==> config.mk <==
export PLATFORM = sky130hd
export DESIGN_NAME = nbrc_dist
export DESIGN_NICKNAME = d
export VERILOG_FILES = /design/src/design/nbrc_pkg.sv /design/src/design/nbrc_dist.sv
export SDC_FILE = /design/constraint.sdc
export NUM_CORES = 2
export LEC_CHECK = 0
export CAP_MARGIN = 20
export CORE_ASPECT_RATIO = 0.9
export CORE_MARGIN = 2
export CORE_UTILIZATION = 42
export CTS_BUF_LIST = sky130_fd_sc_hd__clkbuf_8 sky130_fd_sc_hd__clkbuf_16
export CTS_CLUSTER_SIZE = 24
export DETAILED_ROUTE_END_ITERATION = 8
export DONT_BUFFER_PORTS = 1
export PLACE_DENSITY = 0.59
export SLEW_MARGIN = 25
export SYNTH_ARGS = -nofsm -noshare
export SYNTH_HDL_FRONTEND = slang
export SYNTH_SLANG_ARGS = --single-unit
==> constraint.sdc <==
create_clock -name clk -period 21.1 [get_ports clk]
set_input_delay 4.22 -clock clk [delete_from_list [all_inputs] [get_ports clk]]
set_output_delay 4.22 -clock clk [all_outputs]
set_load 0.02 [all_outputs]
==> src/design/nbrc_pkg.sv <==
// Package holding the shared types and constants of the nearest box region classifier.
package nbrc_pkg;

    localparam int MAX_REGIONS = 16;
    localparam int IDX_W       = 4;
    localparam int CNT_W       = 5;
    localparam int COORD_W     = 20;
    localparam int D2_W        = 48;
    localparam int ROOT_W      = 24;

    localparam logic [2:0] CMD_CLEAR   = 3'd0;
    localparam logic [2:0] CMD_ADD     = 3'd1;
    localparam logic [2:0] CMD_NEAREST = 3'd2;
    localparam logic [2:0] CMD_INFL    = 3'd3;
    localparam logic [2:0] CMD_NEARBY  = 3'd4;

    typedef enum logic [3:0] {
        ST_IDLE,
        ST_DIST,
        ST_DONE_BOX,
        ST_SQRT,
        ST_DIV,
        ST_EMIT,
        ST_OUT
    } state_t;

    // One squared-distance job handed to the shared distance unit.
    typedef struct packed {
        logic                      start;
        logic signed [COORD_W-1:0] px;
        logic signed [COORD_W-1:0] py;
        logic signed [COORD_W-1:0] pz;
        logic signed [COORD_W-1:0] cx;
        logic signed [COORD_W-1:0] cy;
        logic signed [COORD_W-1:0] cz;
        logic        [COORD_W-1:0] sx;
        logic        [COORD_W-1:0] sy;
        logic        [COORD_W-1:0] sz;
    } dist_req_t;

    typedef struct packed {
        logic            done;
        logic [D2_W-1:0] d2;
    } dist_rsp_t;

endpackage

==> src/design/nbrc_dist.sv <==
// Squared half-unit distance from a point to a box, one axis at a time through one multiplier.
module nbrc_dist (
    input  logic                clk,
    input  logic                rst_n,
    input  nbrc_pkg::dist_req_t req,
    output nbrc_pkg::dist_rsp_t rsp
);

    logic [1:0]  axis_reg, axis_next;
    logic        busy_reg, busy_next;
    logic        mul_v_reg, mul_v_next;
    logic        sq_v_reg, sq_v_next;
    logic [nbrc_pkg::D2_W-1:0] sum_reg, sum_next;
    logic [22:0] gap_reg, gap_next;
    logic [45:0] sq_reg;
    logic        done_reg, done_next;

    logic signed [22:0] q, lo, hi;
    logic signed [nbrc_pkg::COORD_W-1:0] p_sel, c_sel;
    logic [nbrc_pkg::COORD_W-1:0] s_sel;

    always_comb
    begin
        case (axis_reg)
            2'd0:    begin p_sel = req.px; c_sel = req.cx; s_sel = req.sx; end
            2'd1:    begin p_sel = req.py; c_sel = req.cy; s_sel = req.sy; end
            default: begin p_sel = req.pz; c_sel = req.cz; s_sel = req.sz; end
        endcase
        q  = 23'(p_sel) <<< 1;
        lo = (23'(c_sel) <<< 1) - $signed({3'b000, s_sel});
        hi = (23'(c_sel) <<< 1) + $signed({3'b000, s_sel});
        gap_next = 23'd0;
        if (q < lo)
            gap_next = 23'(lo - q);
        else if (q > hi)
            gap_next = 23'(q - hi);
    end

    always_comb
    begin
        axis_next  = axis_reg;
        busy_next  = busy_reg;
        mul_v_next = 1'b0;
        sq_v_next  = mul_v_reg;
        sum_next   = sum_reg;
        done_next  = 1'b0;
        if (req.start)
        begin
            busy_next = 1'b1;
            axis_next = 2'd0;
            sum_next  = '0;
        end
        else if (busy_reg)
        begin
            mul_v_next = 1'b1;
            if (axis_reg == 2'd2)
                busy_next = 1'b0;
            else
                axis_next = axis_reg + 2'd1;
        end
        if (sq_v_reg)
            sum_next = sum_reg + nbrc_pkg::D2_W'(sq_reg);
        // The square of the last axis passes through gap_reg and sq_reg before it is summed.
        if (sq_v_reg && !mul_v_reg)
            done_next = 1'b1;
    end

    always_ff @(posedge clk or negedge rst_n)
    begin
        if (!rst_n)
        begin
            axis_reg  <= 2'd0;
            busy_reg  <= 1'b0;
            mul_v_reg <= 1'b0;
            sq_v_reg  <= 1'b0;
            done_reg  <= 1'b0;
        end
        else
        begin
            axis_reg  <= axis_next;
            busy_reg  <= busy_next;
            mul_v_reg <= mul_v_next;
            sq_v_reg  <= sq_v_next;
            done_reg  <= done_next;
        end
    end

    always_ff @(posedge clk)
    begin
        gap_reg <= gap_next;
        sq_reg  <= gap_reg * gap_reg;
        sum_reg <= sum_next;
    end

    assign rsp.done = done_reg;
    assign rsp.d2   = sum_reg;

endmodule

==> impl_metrics.json <==
{
  "htree_levels": 4,
  "synth_top_family_by_area": "adder cells",
  "reg2reg_depth": 24,
  "cts_sinks": 122,
  "vias_per_cell": 5.31,
  "clk_path_buf_depth": 2,
  "drt_wl_total_um": 65800,
  "track_usage_pct": 21.0,
  "die-area_um2": 63200,
  "finalSetupTns_ns": 0,
  "cp.arrival_ns": 9.30,
  "grt_antenna_before_repair": 5,
  "place.gp.congestion": 0.916,
  "grt_pass1_wl_um": 105000,
  "timing.final.ws_setup_ns": 12.18,
  "max_freq_mhz": 112,
  "fin_nets": 3766,
  "drc": 0,
  "cp-end-kind": "flip-flop",
  "synthArstFlopShare_pct": 4.92,
  "post-place-ws_ns": 11.70,
  "critPathLaunchType": "input pin",
  "maxSlewHeadroom_pct": 30.3,
  "cts_tree": "done",
  "met2_length_um": 32700,
  "gr-total-overflow": 0,
  "cts_inserted_buffers": 17,
  "clk_latency_ns": 0.48,
  "clk_pin_slew_worst_paths_ns": 0.06,
  "skew_ns": 0.0150,
  "syn-instance-count": 2941,
  "ys_seq_elements": 122,
  "fp.coreArea_um2": 60900,
  "post_route_cells_drive_above_1_share_pct": 3.00,
  "crit_fanout": 24,
  "synth_area_um2": 25700,
  "postPlaceCellArea_um2": 26500,
  "drtAntennaViolNets": 0,
  "dieWidth_um": 265,
  "postCtsHoldBufs": 0,
  "setup_viol": 0,
  "hold_viol_final": 0,
  "fin_crit_sh_pct": 42.3,
  "worstMarginPinSlew_ns": 1.04,
  "ys.flop_type": "dfxtp_1",
  "io_pins": 232,
  "fillers": 5987,
  "root_buffer": "clkbuf_16",
  "grt_setup_unrepaired": "false",
  "first_global_vias": 20300,
  "postCtsSetupRepairBufs": 0,
  "ys_types": 82,
  "worstHoldPathCells": 0,
  "drv_slew": 0,
  "dp_hpwl_um": 55000,
  "worst-setup-path-type": "input pin to flip-flop",
  "synth-xor-area-share_pct": 5.52,
  "synth_edf_count": 48,
  "grt_max_degree": 63,
  "route.met3.wl_um": 3070,
  "synthSimpleGateAreaFrac_pct": 13.0,
  "firstDrtPassIters": 5,
  "wl_met1_um": 28300,
  "final_common_cell": "inv_1",
  "start_util_pct": 42.2,
  "rows": 86,
  "outcome": "completed",
  "muxShareOfSynthArea_pct": 0.282,
  "synth_adder_area_share_pct": 45.2,
  "crit_required_ns": 21.48,
  "synth.net_count": 3818,
  "final_area_um2": 27100,
  "synth_compound_area_share_pct": 14.3,
  "first_iter_violations": 1011,
  "portBuffers": 0,
  "cap_violations": 0,
  "largest_reg_flops": 48,
  "dr.max_layer_used": "met4",
  "ys_seq_area_share_pct": 11.5,
  "layout_common_cells": "inv_1, fa_1, ha_1",
  "holdCritPathClass": "flip-flop to flip-flop",
  "vias": 19600,
  "postCtsResizedCells": 0,
  "period_needed_ns": 8.92,
  "areaGrowthSynthToFinish_pct": 5.30,
  "avgSynthCellArea_um2": 8.74,
  "wl_per_cell_um": 17.8,
  "synth_warnings": 0,
  "die_h_um": 239
}
worst max-delay path: stages:
cell,delay [ns]
a22oi_1,0.27
nand2_1,0.24
fa_1,0.46
o21bai_1,0.24
a221oi_1,0.14
o31ai_1,0.38
a2111oi_2,0.18
a221oi_1,0.54
nor4_1,0.14
o41ai_2,0.38
xnor2_1,0.15
ha_1,0.35
nand4_1,0.18
o221ai_1,0.16
a31oi_1,0.25
a21oi_1,0.15
o21ai_1,0.15
buf_4,0.28
nand2b_4,0.19
o22ai_1,0.22
Yosys cell counts (all sizes together) (16+ instances only):
master	number	share of area, %
a21o	78	2.3
inv	598	8.7
nor2b	17	0.41
edfxtp	48	5.6
clkbuf	85	1.2
nand3	29	0.56
o21ai	82	1.6
nor2	138	2.0
a22o	17	0.58
a21oi	155	3.0
nor3	20	0.39
nand2b	26	0.66
xor2	61	2.1
nand4	16	0.39
nand2	298	4.4
and3	19	0.46
ha	305	15
and2	108	2.6
o21bai	32	0.93
fa	389	30
a22oi	44	1.3
dfxtp	68	5.3
xnor2	101	3.4
o22ai	24	0.61
logic make-up (layout without fill, tap and decap cells):
family,Yosys count,count (layout)
other,0,5
AOI/OAI and AO/OA,550,550
muxes,7,7
buffers and inverters,695,656
adders and majority gates,694,694
and+or+nand+nor,711,711
xor gates and xnor gates,162,162
DFF,122,122
layout make-up:
class / count / area [um^2] / share of cell area, %
clock buffers: 17 / 425 / 1.57
flip-flops and latches: 122 / 2950 / 10.9
well taps: 792 / 991 / 3.66
inverters: 600 / 2250 / 8.32
clock inverters: 15 / 116 / 0.430
multi-input cells: 2124 / 20100 / 74.4
repair buffers: 24 / 180 / 0.666
diodes: 5 / 12.5 / 0.0462
per-layer routing:
layer	track usage (%)	vias to the layer above
met5	0	-
met4	6.80	0
met3	2.75	90
met2	37.1	523
met1	26.6	9662
li1	-	9360
metrics by stage:
| stage | util, % | hold slack [ns] | cells |
|---|---|---|---|
| after detailed placement | 43.5 | 0.363 | 3662 |
| after floorplan | - | 0.355 | 2941 |
| after CTS | 44.4 | 0.377 | 3694 |
| after global routing | 44.4 | 0.406 | 3699 |
| after global placement | 43.5 | 0.359 | 3662 |
| final | 44.4 | 0.379 | 3699 |
path summary, 6_finish.rpt:
kind,slack [ns],start,end
min in group asynchronous,3.44,rst_n,axis_reg[0]
hold reg to reg,0.38,mul_v_reg,sq_v_reg
max in group asynchronous,17.59,rst_n,done_reg
setup / recovery,12.18,req[20],gap_reg[6]
hold / removal,0.38,mul_v_reg,sq_v_reg
setup reg to reg,13.20,gap_reg[18],sq_reg[42]
Power is not shown: default switching activity piles up to over one toggle a cycle in this logic, so the estimate is an artifact.
